==> src/rtl/core/icv_pkg.sv <==
`default_nettype none

package icv_pkg;

  // field widths
  localparam int unsigned WORD_W     = 16;
  localparam int unsigned OUT_W      = 32;
  localparam int unsigned OFF_W      = 10;
  localparam int unsigned GAIN_W     = 16;
  localparam int unsigned CFG_IDX_W  = 3;
  localparam int unsigned CFG_DATA_W = 16;

  // fixed point formats
  localparam int unsigned FRAC_BITS      = 16;
  localparam int unsigned GAIN_FRAC_BITS = 14;
  localparam int unsigned SH_ACC         = 32 - FRAC_BITS;
  localparam int unsigned SH_MAG         = 32 + GAIN_FRAC_BITS - FRAC_BITS;

  // serial multiplier geometry: multiplier one bit per cycle, multiplicand parallel
  localparam int unsigned MUL_W  = WORD_W + 1;
  localparam int unsigned MC_W   = 48;
  localparam int unsigned PROD_W = MC_W + 1 + MUL_W;
  localparam int unsigned CNT_W  = $clog2(MUL_W);

  // scale factors, f * 2^32 rounded
  localparam longint unsigned TWO32  = 64'd4294967296;
  localparam longint unsigned PI_Q32 = 64'd13493037705;
  localparam longint unsigned ACC_K0 = (64'd610 * TWO32 + 64'd5000000) / 64'd10000000;
  localparam longint unsigned ACC_K1 = (64'd12207 * TWO32 + 64'd50000000) / 64'd100000000;
  localparam longint unsigned ACC_K2 = (64'd2441 * TWO32 + 64'd5000000) / 64'd10000000;
  localparam longint unsigned ACC_K3 = (64'd48828 * TWO32 + 64'd50000000) / 64'd100000000;
  localparam longint unsigned GYR_K0 = (64'd763 * PI_Q32 + 64'd9000000) / 64'd18000000;
  localparam longint unsigned GYR_K1 = (64'd1527 * PI_Q32 + 64'd9000000) / 64'd18000000;
  localparam longint unsigned GYR_K2 = (64'd3049 * PI_Q32 + 64'd9000000) / 64'd18000000;
  localparam longint unsigned GYR_K3 = (64'd6097 * PI_Q32 + 64'd9000000) / 64'd18000000;
  localparam longint unsigned MAG_K15 = (64'd15 * TWO32 + 64'd50) / 64'd100;

  // reset values
  localparam logic [WORD_W-1:0] CAL_MAX_RST = 16'h8000;
  localparam logic [WORD_W-1:0] CAL_MIN_RST = 16'h7fff;
  localparam logic [OFF_W-1:0]  MAG_OFF_X_RST  = 10'd26;
  localparam logic [OFF_W-1:0]  MAG_OFF_Y_RST  = 10'd14;
  localparam logic [OFF_W-1:0]  MAG_OFF_Z_RST  = 10'd35;
  localparam logic [GAIN_W-1:0] MAG_GAIN_X_RST = 16'd18907;
  localparam logic [GAIN_W-1:0] MAG_GAIN_Y_RST = 16'd19169;
  localparam logic [GAIN_W-1:0] MAG_GAIN_Z_RST = 16'd18022;

  localparam logic signed [63:0] SAT_MAX = 64'sd2147483647;
  localparam logic signed [63:0] SAT_MIN = -64'sd2147483648;

  typedef enum logic [1:0] {
    MODE_CONVERT = 2'd0,
    MODE_SAMPLE  = 2'd1,
    MODE_FINISH  = 2'd2
  } mode_e;

  typedef enum logic [CFG_IDX_W-1:0] {
    CFG_ACC_RANGE  = 3'd0,
    CFG_GYRO_RANGE = 3'd1,
    CFG_MAG_OFF_X  = 3'd2,
    CFG_MAG_OFF_Y  = 3'd3,
    CFG_MAG_OFF_Z  = 3'd4,
    CFG_MAG_GAIN_X = 3'd5,
    CFG_MAG_GAIN_Y = 3'd6,
    CFG_MAG_GAIN_Z = 3'd7
  } cfg_idx_e;

  typedef struct packed {
    logic [1:0]               mode;
    logic signed [WORD_W-1:0] acc_word0;
    logic signed [WORD_W-1:0] acc_word1;
    logic signed [WORD_W-1:0] acc_word2;
    logic signed [WORD_W-1:0] gyro_word0;
    logic signed [WORD_W-1:0] gyro_word1;
    logic signed [WORD_W-1:0] gyro_word2;
    logic signed [WORD_W-1:0] mag_word0;
    logic signed [WORD_W-1:0] mag_word1;
    logic signed [WORD_W-1:0] mag_word2;
  } in_item_t;

  typedef struct packed {
    logic signed [OUT_W-1:0] accel_x;
    logic signed [OUT_W-1:0] accel_y;
    logic signed [OUT_W-1:0] accel_z;
    logic signed [OUT_W-1:0] rate_x;
    logic signed [OUT_W-1:0] rate_y;
    logic signed [OUT_W-1:0] rate_z;
    logic signed [OUT_W-1:0] field_x;
    logic signed [OUT_W-1:0] field_y;
    logic signed [OUT_W-1:0] field_z;
  } out_item_t;

  typedef logic [2:0][WORD_W-1:0] vec3_t;

  typedef struct packed {
    logic load;
    logic step;
    logic last;
  } mul_ctrl_t;

  typedef struct packed {
    logic load1;
    logic load2;
    logic step;
    logic last;
  } lane_ctrl_t;

  typedef struct packed {
    logic sample;
    logic finish;
  } cal_ctrl_t;

  function automatic logic [MC_W-1:0] acc_k(input logic [1:0] rng);
    logic [MC_W-1:0] k;
    unique case (rng)
      2'd0:    k = ACC_K0[MC_W-1:0];
      2'd1:    k = ACC_K1[MC_W-1:0];
      2'd2:    k = ACC_K2[MC_W-1:0];
      default: k = ACC_K3[MC_W-1:0];
    endcase
    return k;
  endfunction

  function automatic logic [MC_W-1:0] gyr_k(input logic [1:0] rng);
    logic [MC_W-1:0] k;
    unique case (rng)
      2'd0:    k = GYR_K0[MC_W-1:0];
      2'd1:    k = GYR_K1[MC_W-1:0];
      2'd2:    k = GYR_K2[MC_W-1:0];
      default: k = GYR_K3[MC_W-1:0];
    endcase
    return k;
  endfunction

  // round half up, then clamp to signed 32 bits
  function automatic logic [OUT_W-1:0] round_sat(input logic signed [63:0] p,
                                                 input int unsigned s);
    logic signed [63:0] r;
    logic [OUT_W-1:0]   res;
    r = (p + (64'sd1 <<< (s - 1))) >>> s;
    if (r > SAT_MAX) begin
      res = SAT_MAX[OUT_W-1:0];
    end else if (r < SAT_MIN) begin
      res = SAT_MIN[OUT_W-1:0];
    end else begin
      res = r[OUT_W-1:0];
    end
    return res;
  endfunction

endpackage

`default_nettype wire

==> src/rtl/core/imu_raw_to_units_converter_unit.sv <==
// imu raw-to-units converter
//
// input channel (in_valid_i/in_ready_o/in_data_i): one transaction carries a mode and
// nine raw sensor words. convert mode yields one result transaction on the output
// channel (out_valid_o/out_ready_i/out_data_o): g, rad/s and uT in signed Q15.16.
// calibrate and finish modes update the gyro bias trackers in the accept cycle and
// produce nothing; the unused mode code is dropped.
// a taken convert transaction goes through two bit-serial multiply passes, a reload
// step and a rounding step before it shows up at the output.
// a new convert transaction is taken only once the last one has left the rounding step,
// as set by the serial multipliers, two per axis, each retiring one multiplier bit per
// cycle while busy; calibrate and finish transactions are taken back to back.
// the output register decouples the two sides: a new input is taken while a result
// waits; if the receiver stalls, a finished result waits in the rounding stage until
// the output register frees up.
// configuration writes (cfg_we_i): the user must make them only while idle, unchecked.
// reset: configuration returns to defaults, bias clears, trackers rearm, no output valid.
`default_nettype none

module imu_raw_to_units_converter_unit (
  input  wire                           clk_i,
  input  wire                           rst_ni,
  input  wire                           in_valid_i,
  output logic                          in_ready_o,
  input  icv_pkg::in_item_t             in_data_i,
  output logic                          out_valid_o,
  input  wire                           out_ready_i,
  output icv_pkg::out_item_t            out_data_o,
  input  wire                           cfg_we_i,
  input  wire [icv_pkg::CFG_IDX_W-1:0]  cfg_idx_i,
  input  wire [icv_pkg::CFG_DATA_W-1:0] cfg_wdata_i
);
  import icv_pkg::*;

  typedef enum logic [2:0] {
    ST_IDLE,
    ST_MUL1,
    ST_LOAD2,
    ST_MUL2,
    ST_FIN
  } state_e;

  state_e              state_q;
  logic [CNT_W-1:0]    cnt_q;
  logic                out_valid_q;
  out_item_t           out_data_q;

  // configuration registers
  logic [1:0]                 acc_range_q;
  logic [1:0]                 gyro_range_q;
  logic [2:0][OFF_W-1:0]      mag_off_q;
  logic [2:0][GAIN_W-1:0]     mag_gain_q;

  logic        in_fire;
  logic        is_convert;
  logic        step_last;
  logic        fin_take;
  lane_ctrl_t  lctrl;
  cal_ctrl_t   cctrl;

  vec3_t acc_v;
  vec3_t gyr_v;
  vec3_t mag_v;
  vec3_t bias_v;

  logic [2:0][OUT_W-1:0] accel_r;
  logic [2:0][OUT_W-1:0] rate_r;
  logic [2:0][OUT_W-1:0] field_r;

  logic [MC_W-1:0] acc_k_sel;
  logic [MC_W-1:0] gyr_k_sel;

  assign in_ready_o = (state_q == ST_IDLE);
  assign in_fire    = in_valid_i & in_ready_o;
  assign is_convert = (in_data_i.mode == MODE_CONVERT);
  assign step_last  = (cnt_q == CNT_W'(MUL_W - 1));
  assign fin_take   = (state_q == ST_FIN) && (!out_valid_q || out_ready_i);

  // axis remap: accel x/y swapped, gyro swapped and negated, mag z negated
  always_comb begin
    acc_v[0] = in_data_i.acc_word1;
    acc_v[1] = in_data_i.acc_word0;
    acc_v[2] = in_data_i.acc_word2;
    gyr_v[0] = -in_data_i.gyro_word1;
    gyr_v[1] = -in_data_i.gyro_word0;
    gyr_v[2] = -in_data_i.gyro_word2;
    mag_v[0] = in_data_i.mag_word0;
    mag_v[1] = in_data_i.mag_word1;
    mag_v[2] = -in_data_i.mag_word2;
  end

  // lane and tracker control
  always_comb begin
    lctrl.load1  = in_fire && is_convert;
    lctrl.load2  = (state_q == ST_LOAD2);
    lctrl.step   = (state_q == ST_MUL1) || (state_q == ST_MUL2);
    lctrl.last   = lctrl.step && step_last;
    cctrl.sample = in_fire && (in_data_i.mode == MODE_SAMPLE);
    cctrl.finish = in_fire && (in_data_i.mode == MODE_FINISH);
  end

  assign acc_k_sel = acc_k(acc_range_q);
  assign gyr_k_sel = gyr_k(gyro_range_q);

  // configuration write port
  always_ff @(posedge clk_i or negedge rst_ni) begin
    if (!rst_ni) begin
      acc_range_q   <= '0;
      gyro_range_q  <= '0;
      mag_off_q[0]  <= MAG_OFF_X_RST;
      mag_off_q[1]  <= MAG_OFF_Y_RST;
      mag_off_q[2]  <= MAG_OFF_Z_RST;
      mag_gain_q[0] <= MAG_GAIN_X_RST;
      mag_gain_q[1] <= MAG_GAIN_Y_RST;
      mag_gain_q[2] <= MAG_GAIN_Z_RST;
    end else if (cfg_we_i) begin
      unique case (cfg_idx_e'(cfg_idx_i))
        CFG_ACC_RANGE:  acc_range_q   <= cfg_wdata_i[1:0];
        CFG_GYRO_RANGE: gyro_range_q  <= cfg_wdata_i[1:0];
        CFG_MAG_OFF_X:  mag_off_q[0]  <= cfg_wdata_i[OFF_W-1:0];
        CFG_MAG_OFF_Y:  mag_off_q[1]  <= cfg_wdata_i[OFF_W-1:0];
        CFG_MAG_OFF_Z:  mag_off_q[2]  <= cfg_wdata_i[OFF_W-1:0];
        CFG_MAG_GAIN_X: mag_gain_q[0] <= cfg_wdata_i[GAIN_W-1:0];
        CFG_MAG_GAIN_Y: mag_gain_q[1] <= cfg_wdata_i[GAIN_W-1:0];
        CFG_MAG_GAIN_Z: mag_gain_q[2] <= cfg_wdata_i[GAIN_W-1:0];
      endcase
    end
  end

  // sequencer: pass one (accel, 0.15*mag), reload, pass two (rate, gain), round
  always_ff @(posedge clk_i or negedge rst_ni) begin
    if (!rst_ni) begin
      state_q     <= ST_IDLE;
      cnt_q       <= '0;
      out_valid_q <= 1'b0;
    end else begin
      // a finished result fills the output register, a taken one frees it
      if (fin_take) begin
        out_valid_q <= 1'b1;
      end else if (out_valid_q && out_ready_i) begin
        out_valid_q <= 1'b0;
      end
      unique case (state_q)
        ST_IDLE: begin
          if (in_fire && is_convert) begin
            state_q <= ST_MUL1;
            cnt_q   <= '0;
          end
        end
        ST_MUL1: begin
          if (step_last) begin
            state_q <= ST_LOAD2;
            cnt_q   <= '0;
          end else begin
            cnt_q <= cnt_q + 1'b1;
          end
        end
        ST_LOAD2: begin
          state_q <= ST_MUL2;
        end
        ST_MUL2: begin
          if (step_last) begin
            state_q <= ST_FIN;
            cnt_q   <= '0;
          end else begin
            cnt_q <= cnt_q + 1'b1;
          end
        end
        ST_FIN: begin
          // wait here while the output register still holds an untaken result
          if (fin_take) begin
            state_q <= ST_IDLE;
          end
        end
        default: begin
          state_q <= ST_IDLE;
        end
      endcase
    end
  end

  // output payload register
  always_ff @(posedge clk_i) begin
    if (fin_take) begin
      out_data_q.accel_x <= accel_r[0];
      out_data_q.accel_y <= accel_r[1];
      out_data_q.accel_z <= accel_r[2];
      out_data_q.rate_x  <= rate_r[0];
      out_data_q.rate_y  <= rate_r[1];
      out_data_q.rate_z  <= rate_r[2];
      out_data_q.field_x <= field_r[0];
      out_data_q.field_y <= field_r[1];
      out_data_q.field_z <= field_r[2];
    end
  end

  icv_cal u_cal (
    .clk_i (clk_i),
    .rst_ni(rst_ni),
    .ctrl_i(cctrl),
    .gyro_i(gyr_v),
    .bias_o(bias_v)
  );

  // one lane per axis, x y z
  for (genvar a = 0; a < 3; a++) begin : g_lane
    icv_lane u_lane (
      .clk_i   (clk_i),
      .ctrl_i  (lctrl),
      .acc_i   (acc_v[a]),
      .gyro_i  (gyr_v[a]),
      .bias_i  (bias_v[a]),
      .mag_i   (mag_v[a]),
      .acc_k_i (acc_k_sel),
      .gyr_k_i (gyr_k_sel),
      .offset_i(mag_off_q[a]),
      .gain_i  (mag_gain_q[a]),
      .accel_o (accel_r[a]),
      .rate_o  (rate_r[a]),
      .field_o (field_r[a])
    );
  end

  assign out_valid_o = out_valid_q;
  assign out_data_o  = out_data_q;

endmodule

`default_nettype wire

==> src/rtl/core/icv_smul.sv <==
`default_nettype none

// serial-parallel signed multiplier, multiplier bits taken lsb first
module icv_smul (
  input  wire                      clk_i,
  input  icv_pkg::mul_ctrl_t       ctrl_i,
  input  wire [icv_pkg::MC_W-1:0]  mcand_i,
  input  wire [icv_pkg::MUL_W-1:0] mplier_i,
  output logic [icv_pkg::PROD_W-1:0] prod_o
);
  import icv_pkg::*;

  logic [MC_W-1:0]         mc_q;
  logic [MUL_W-1:0]        mp_q;
  logic signed [MC_W:0]    hi_q;
  logic [MUL_W-1:0]        lo_q;
  logic signed [MC_W+1:0]  mc_ext;
  logic signed [MC_W+1:0]  pp;
  logic signed [MC_W+1:0]  sum;

  always_comb begin
    mc_ext = $signed({{2{mc_q[MC_W-1]}}, mc_q});
    if (!mp_q[0]) begin
      pp = '0;
    end else if (ctrl_i.last) begin
      pp = -mc_ext;   // sign bit carries negative weight
    end else begin
      pp = mc_ext;
    end
    sum = $signed({hi_q[MC_W], hi_q}) + pp;
  end

  always_ff @(posedge clk_i) begin
    if (ctrl_i.load) begin
      mc_q <= mcand_i;
      mp_q <= mplier_i;
      hi_q <= '0;
      lo_q <= '0;
    end else if (ctrl_i.step) begin
      hi_q <= sum[MC_W+1:1];
      lo_q <= {sum[0], lo_q[MUL_W-1:1]};
      mp_q <= {1'b0, mp_q[MUL_W-1:1]};
    end
  end

  assign prod_o = {hi_q, lo_q};

endmodule

`default_nettype wire

==> src/rtl/core/icv_lane.sv <==
`default_nettype none

// one axis: accel then rate on unit a, magnetometer two-step product on unit b
module icv_lane (
  input  wire                       clk_i,
  input  icv_pkg::lane_ctrl_t       ctrl_i,
  input  wire [icv_pkg::WORD_W-1:0] acc_i,
  input  wire [icv_pkg::WORD_W-1:0] gyro_i,
  input  wire [icv_pkg::WORD_W-1:0] bias_i,
  input  wire [icv_pkg::WORD_W-1:0] mag_i,
  input  wire [icv_pkg::MC_W-1:0]   acc_k_i,
  input  wire [icv_pkg::MC_W-1:0]   gyr_k_i,
  input  wire [icv_pkg::OFF_W-1:0]  offset_i,
  input  wire [icv_pkg::GAIN_W-1:0] gain_i,
  output logic [icv_pkg::OUT_W-1:0] accel_o,
  output logic [icv_pkg::OUT_W-1:0] rate_o,
  output logic [icv_pkg::OUT_W-1:0] field_o
);
  import icv_pkg::*;

  mul_ctrl_t          mctrl;
  logic [MC_W-1:0]    a_mcand;
  logic [MUL_W-1:0]   a_mplier;
  logic [MC_W-1:0]    b_mcand;
  logic [MUL_W-1:0]   b_mplier;
  logic [PROD_W-1:0]  a_prod;
  logic [PROD_W-1:0]  b_prod;
  logic [MC_W-1:0]    off_ext;
  logic [MC_W-1:0]    mag_mc2;
  logic [MUL_W-1:0]   rate_op_q;
  logic [63:0]        acc_prod_q;

  always_comb begin
    mctrl.load = ctrl_i.load1 | ctrl_i.load2;
    mctrl.step = ctrl_i.step;
    mctrl.last = ctrl_i.last;

    // offset scaled by 2^32, subtracted from 0.15 * raw
    off_ext = {{(MC_W - OFF_W - 32){offset_i[OFF_W-1]}}, offset_i, 32'b0};
    mag_mc2 = b_prod[MC_W-1:0] - off_ext;

    a_mcand  = ctrl_i.load2 ? gyr_k_i : acc_k_i;
    a_mplier = ctrl_i.load2 ? rate_op_q : {acc_i[WORD_W-1], acc_i};
    b_mcand  = ctrl_i.load2 ? mag_mc2 : MAG_K15[MC_W-1:0];
    b_mplier = ctrl_i.load2 ? {1'b0, gain_i} : {mag_i[WORD_W-1], mag_i};
  end

  always_ff @(posedge clk_i) begin
    if (ctrl_i.load1) begin
      rate_op_q <= {gyro_i[WORD_W-1], gyro_i} - {bias_i[WORD_W-1], bias_i};
    end
    if (ctrl_i.load2) begin
      acc_prod_q <= a_prod[63:0];
    end
  end

  icv_smul u_mul_a (
    .clk_i   (clk_i),
    .ctrl_i  (mctrl),
    .mcand_i (a_mcand),
    .mplier_i(a_mplier),
    .prod_o  (a_prod)
  );

  icv_smul u_mul_b (
    .clk_i   (clk_i),
    .ctrl_i  (mctrl),
    .mcand_i (b_mcand),
    .mplier_i(b_mplier),
    .prod_o  (b_prod)
  );

  assign accel_o = round_sat($signed(acc_prod_q), SH_ACC);
  assign rate_o  = round_sat($signed(a_prod[63:0]), SH_ACC);
  assign field_o = round_sat($signed(b_prod[63:0]), SH_MAG);

endmodule

`default_nettype wire

==> src/rtl/core/icv_cal.sv <==
`default_nettype none

// gyro min/max trackers and bias
module icv_cal (
  input  wire                 clk_i,
  input  wire                 rst_ni,
  input  icv_pkg::cal_ctrl_t  ctrl_i,
  input  icv_pkg::vec3_t      gyro_i,
  output icv_pkg::vec3_t      bias_o
);
  import icv_pkg::*;

  vec3_t max_q;
  vec3_t min_q;
  vec3_t bias_q;
  vec3_t mid;

  logic signed [WORD_W:0] sum [3];
  logic signed [WORD_W:0] adj [3];

  // midpoint truncated toward zero: add one before halving a negative sum
  always_comb begin
    for (int i = 0; i < 3; i++) begin
      sum[i] = $signed({max_q[i][WORD_W-1], max_q[i]}) +
               $signed({min_q[i][WORD_W-1], min_q[i]});
      adj[i] = sum[i] + $signed({{WORD_W{1'b0}}, sum[i][WORD_W]});
      mid[i] = adj[i][WORD_W:1];
    end
  end

  always_ff @(posedge clk_i or negedge rst_ni) begin
    if (!rst_ni) begin
      for (int i = 0; i < 3; i++) begin
        max_q[i]  <= CAL_MAX_RST;
        min_q[i]  <= CAL_MIN_RST;
        bias_q[i] <= '0;
      end
    end else if (ctrl_i.finish) begin
      for (int i = 0; i < 3; i++) begin
        bias_q[i] <= mid[i];
        max_q[i]  <= CAL_MAX_RST;
        min_q[i]  <= CAL_MIN_RST;
      end
    end else if (ctrl_i.sample) begin
      for (int i = 0; i < 3; i++) begin
        if ($signed(gyro_i[i]) > $signed(max_q[i])) begin
          max_q[i] <= gyro_i[i];
        end
        if ($signed(gyro_i[i]) < $signed(min_q[i])) begin
          min_q[i] <= gyro_i[i];
        end
      end
    end
  end

  assign bias_o = bias_q;

endmodule

`default_nettype wire

==> config.mk <==
export PLATFORM = sky130hd
export DESIGN_NAME = imu_raw_to_units_converter_unit
export DESIGN_NICKNAME = d
export VERILOG_FILES = /design/src/rtl/core/icv_pkg.sv /design/src/rtl/core/imu_raw_to_units_converter_unit.sv /design/src/rtl/core/icv_smul.sv /design/src/rtl/core/icv_lane.sv /design/src/rtl/core/icv_cal.sv
export SDC_FILE = /design/constraint.sdc
export NUM_CORES = 2
export LEC_CHECK = 0
export BUFFER_PORTS_ARGS = -buffer_cell sky130_fd_sc_hd__buf_2
export CAP_MARGIN = 15
export CORE_MARGIN = 8
export CORE_UTILIZATION = 40
export CTS_BUF_LIST = sky130_fd_sc_hd__clkbuf_16
export DETAILED_ROUTE_END_ITERATION = 6
export GPL_ROUTABILITY_DRIVEN = 0
export SYNTH_ARGS = -nofsm -noshare
export SYNTH_HDL_FRONTEND = slang
export SYNTH_HIERARCHICAL = 1
export SYNTH_SLANG_ARGS = --single-unit
export TNS_END_PERCENT = 50
==> constraint.sdc <==
create_clock -name clk_i -period 25 [get_ports clk_i]
set_input_delay 5 -clock clk_i [delete_from_list [all_inputs] [get_ports clk_i]]
set_output_delay 5 -clock clk_i [all_outputs]
set_load 0.02 [all_outputs]
# Word-level counts from Yosys, hierarchy flattened
# Cells that the tools add are included.
dict set report word_totals {
  ff_bits 1431
  input_bits 170
  out_inout_bits 290
  elab_cells 242
}
dict set report op_classes {
  addsub 36
  n_lt_le_gt_ge 24
  n_eq_ne 22
  muxes 60
  n_bitwise 2
  reduce_logical 41
}
# op n
set op_table {}
lappend op_table {{two-way mux 50 bit} 10}
lappend op_table {{adder 64 x 17 -> 64 bit, second input constant} 6}
lappend op_table {{two-way mux 17 bit} 18}
lappend op_table {{adder 49 x 50 -> 50 bit} 6}
lappend op_table {{greater-than comparator 48 x 32 -> 1 bit, second input constant} 6}
lappend op_table {{less-than comparator 48 x 32 -> 1 bit, second input constant} 6}
lappend op_table {{two-way mux 32 bit} 9}
lappend op_table {{adder 64 x 31 -> 64 bit, second input constant} 3}
lappend op_table {{two-way mux 48 bit} 4}
lappend op_table {{negation 48 -> 50 bit} 3}
lappend op_table {{subtractor 48 bit} 3}
lappend op_table {{greater-than comparator 34 x 32 -> 1 bit, second input constant} 3}
lappend op_table {{less-than comparator 34 x 32 -> 1 bit, second input constant} 3}
lappend op_table {{two-way mux 16 bit} 6}
lappend op_table {{case mux 23 bit (3 select lines)} 1}
lappend op_table {{negation 16 bit} 4}
lappend op_table {{case mux 21 bit (3 select lines)} 1}
lappend op_table {{adder 16 x 16 -> 17 bit} 3}
lappend op_table {{adder 17 x 2 -> 17 bit} 3}
lappend op_table {{subtractor 16 x 16 -> 17 bit} 3}
lappend op_table {{negation 23 -> 50 bit} 1}
lappend op_table {{greater-than comparator 16 bit} 3}
lappend op_table {{less-than comparator 16 bit} 3}
lappend op_table {{AND reduction 2 bit} 15}
lappend op_table {{25 further kinds} 62}

# Depth between registers and ports, before layout
dict set report logic_depth {
  ltp_word 6
  depth_mapped 23
  depth_no_buf 22
}

# Cells and area by module
# The synthesis kept the hierarchy.
# module instances cells_each area_per_inst_um2 seq_area_each_um2
set by_module_without_submodules {}
lappend by_module_without_submodules {{icv_smul at g_lane[0].u_lane.u_mul_a ...} 4 918 8575.7 3273.1}
lappend by_module_without_submodules {{icv_smul at g_lane[1].u_lane.u_mul_a ...} 2 917 8587.0 3273.1}
lappend by_module_without_submodules {{icv_lane at g_lane[0].u_lane ...} 2 1006 8349.3 1981.9}
lappend by_module_without_submodules {imu_raw_to_units_converter_unit 1 703 13469.2 10965.5}
lappend by_module_without_submodules {icv_cal 1 1291 11486.0 3663.5}
lappend by_module_without_submodules {{icv_lane at g_lane[2].u_lane} 1 1005 8456.9 1981.9}

# Least setup slack after synthesis
# OpenSTA, ideal clock, no wires.
dict set report synth_path {
  path_type {input to register}
  from {input port out_ready_i}
  to {register out_data_q (netlist bit out_data_o[0]) (enable)}
  setup_time_ns 0.688
  arrival_ns 11.723
  required_ns 24.312
  setup_slack_ns 12.589
  stages 2
  n_path_buf 0
  cell_sequence {nand2b_1 -> and3_1}
}
dict set report synth_between {
  elab_chain_len 2
}
# element line_no
set synth_rtl {}
lappend synth_rtl {{start: declaration} imu_raw_to_units_converter_unit.sv:27} ;# input wire out_ready_i,
lappend synth_rtl {{logical OR 1 bit} imu_raw_to_units_converter_unit.sv:77} ;# assign fin_take = (state_q == ST_FIN) && (!out_valid_q || out_ready_i);
lappend synth_rtl {{logical AND 1 bit} imu_raw_to_units_converter_unit.sv:77}
lappend synth_rtl {{named net fin_take} imu_raw_to_units_converter_unit.sv:57} ;# logic fin_take;
lappend synth_rtl {{end: declaration} imu_raw_to_units_converter_unit.sv:46} ;# out_item_t out_data_q;
# The timed path passes the listed nets, and every way through them passes these cells.
# A chain may end at the register's enable or synchronous reset.

==> flow_summary.toml <==
[timing]
post-route-period-util = 0.341
max_slew.worst_pin.slew_ns = 1.23
hold_viol = 0
fin_skew_ns = 0.0592
layout_setup_ws_ns = 16.48
finalSetupViolCount = 0
tns_ns = 0
hold_ws_ns = 0.477
max_freq_mhz = 117
maxSlewViolCount = 0
rsz0062_at_grt = "false"
period_minus_slack_ns = 8.52
slew_headroom = 0.172

[placed_design]
place_area_um2 = 106000
place_hpwl_mm = 213
dpl_worst_slack_ns = 15.59
io_buffers = 459

[floorplanning]
fp.dieArea_um2 = 266000
coreArea_um2 = 249000
rows = 183
die_h_um = 516
die_x_um = 516
initial_core_util = 0.402
io_pins = 460

[route]
drtIter0Drc = 5872
ant_nets = 0
wl_per_cell_um = 19.6
drcViolationCount = 0
dr.pass1.iters = 5
finalWirelength_mm = 280
avgViaCountPerCell = 5.55
num_vias = 79400

[critical_path]
cp.required_ns = 25.67
cp_data_arrival_time_ns = 9.19
startpoint_type = "input port"
end_kind = "flop"
slowest_delay_ns = 0.74
cp_slowest_cell = "buf_4"
path_cells = "buf_2, or3b_2, nor2_4, buf_4, or2_4, buf_4, buf_4, nand2b_1, o21ai_0"
crit_type = "input port to flop"
cpMostUsedCell = "buf_4"
cp_max_fo = 72

[clock_tree]
cts_root_buf = "clkbuf_16"
cts.sinks = 1462
path_clk_slew_ns = 0.06
clk_path_buf_depth = 3
ctsHoldBuffers = 0
cts-resized-gates = 0
clock_latency_ns = 0.84
htreeDepth = 4
postCtsSetupBuffers = 0
cts_tree = "done"
numCtsBuffers = 169

[power]
p_per_area_nw_per_um2 = 134
ir_worst_vdd_mv = 0.0922
power.leakage_nw = 45.1

[layout]
final_cell_area_um2 = 112000
area_growth_pct = 11.8
num-fill-cells = 23800
drive_above_1_share = 0.143
multi_input_area_um2 = 58200
regArea_um2 = 39300
final_nets = 11600

[worst_hold_path]
hp-class = "flop to flop"

[synth]
avgSynthCellArea_um2 = 9.64
yosys_warnings = 6
synthCells = 10400
netlist_area_um2 = 100000

[grt]
antenna_found_initial = 40
grt_pass1_vias = 76800
track_usage = 0.201
grt_pass1_wl_mm = 435
grt_max_degree = 159
grt_overflow = 0

[flow_run]
maxCapViolCount = 0

[outcome]
status = "finished clean"
==> report_power, final <==
part           internal [mW]  switching, mW
sequential              3.50          0.829
combinational           3.41           4.74
clock                   1.45           1.07
total                   8.37           6.64
==> metal layers <==
metal	routed length, um	vias up	part of all wire	global-route usage
li1	-	38600	-	-
met3	15800	518	0.056	0.0323
met4	13700	12	0.049	0.0924
met2	128000	2310	0.46	0.329
met5	80	-	0.00029	0
met1	123000	38000	0.44	0.263
==> through the flow <==
stage	utilization	instances	power [mW]
6_report	0.450	14300	15.0
5_1_grt	0.450	14300	16.2
4_1_cts	0.449	14300	15.0
3_5_place_dp	0.426	14000	12.4
3_3_place_gp	0.426	14000	12.2
2_1_floorplan	-	10600	10.4
==> path summary, 6_finish.rpt <==
path,slack [ns],cells past startpoint,from,to
max reg2reg,17.11,20,cnt_q[0]$_DFFE_PN0P_,g_lane[2].u_lane/u_mul_b/hi_q[47]$_SDFFE_PP0P_
max,16.48,9,in_data_i[144],g_lane[0].u_lane/u_mul_a/hi_q[43]$_SDFFE_PP0P_
min reg2reg,0.48,1,g_lane[0].u_lane/u_mul_a/hi_q[47]$_SDFFE_PP0P_,g_lane[0].u_lane/u_mul_a/hi_q[47]$_SDFFE_PP0P_
min in group asynchronous,4.29,1,rst_ni,u_cal/max_q[32]$_DFFE_PN0P_
min,0.48,1,g_lane[0].u_lane/u_mul_a/hi_q[47]$_SDFFE_PP0P_,g_lane[0].u_lane/u_mul_a/hi_q[47]$_SDFFE_PP0P_
max in group asynchronous,19.17,2,rst_ni,u_cal/max_q[11]$_DFFE_PN0P_
==> critical path, delay by kind of cell <==
family          cells  cell delay (ns)
compound gates      1             0.16
buf+inv             4             2.08
simple gates        4             1.73
==> cell usage in the layout, fill, tap and decap left out, types with 53 or more instances in the layout <==
master and instances:
xnor2_1 681, and4_1 54, o21ai_0 589, dfrtp_1 155, nand2b_1 151, clkbuf_16 172
a31oi_1 89, edfxtp_1 876, nor3_1 201, mux2i_1 291, o31ai_1 138, o21a_1 89
nand3_1 271, o21bai_1 90, dfstp_2 80, and2_1 426, inv_1 451, ha_1 556
and3_1 96, a21oi_1 491, dfxtp_1 351, nor2_1 723, or3_1 92, xor2_1 370
nor2b_1 79, buf_2 458, a211oi_1 53, conb_1 198, nor4_1 84, a21o_1 278
nand4_1 206, o21ai_1 80, nand2_1 703, mux2_2 430
==> sequential cells by signal, summed over array words and instances, names as in the netlist <==
signal and flops:
acc_range_q 2, cnt_q 5, g_lane.u_lane/acc_prod_q 147, g_lane.u_lane/rate_op_q 51
g_lane.u_lane/u_mul_a/hi_q 147, g_lane.u_lane/u_mul_a/lo_q 6, g_lane.u_lane/u_mul_a/mc_q 144, g_lane.u_lane/u_mul_a/mp_q 51
g_lane.u_lane/u_mul_b/hi_q 147, g_lane.u_lane/u_mul_b/lo_q 51, g_lane.u_lane/u_mul_b/mc_q 144, g_lane.u_lane/u_mul_b/mp_q 51
gyro_range_q 2, mag_gain_q 48, mag_off_q 30, out_data_o 288
out_valid_o 1, state_q 3, u_cal/bias_o 48, u_cal/max_q 48
u_cal/min_q 48
==> layout make-up <==
type	count	area share
flip-flops and latches	1462	0.351
inverters	410	0.0138
clock inverters	148	0.0124
multi-input cells	8244	0.521
clock buffers	172	0.0385
diodes	26	0.000582
repair buffers	522	0.0255
well taps	3330	0.0372
(Power assumes the default switching activity.)
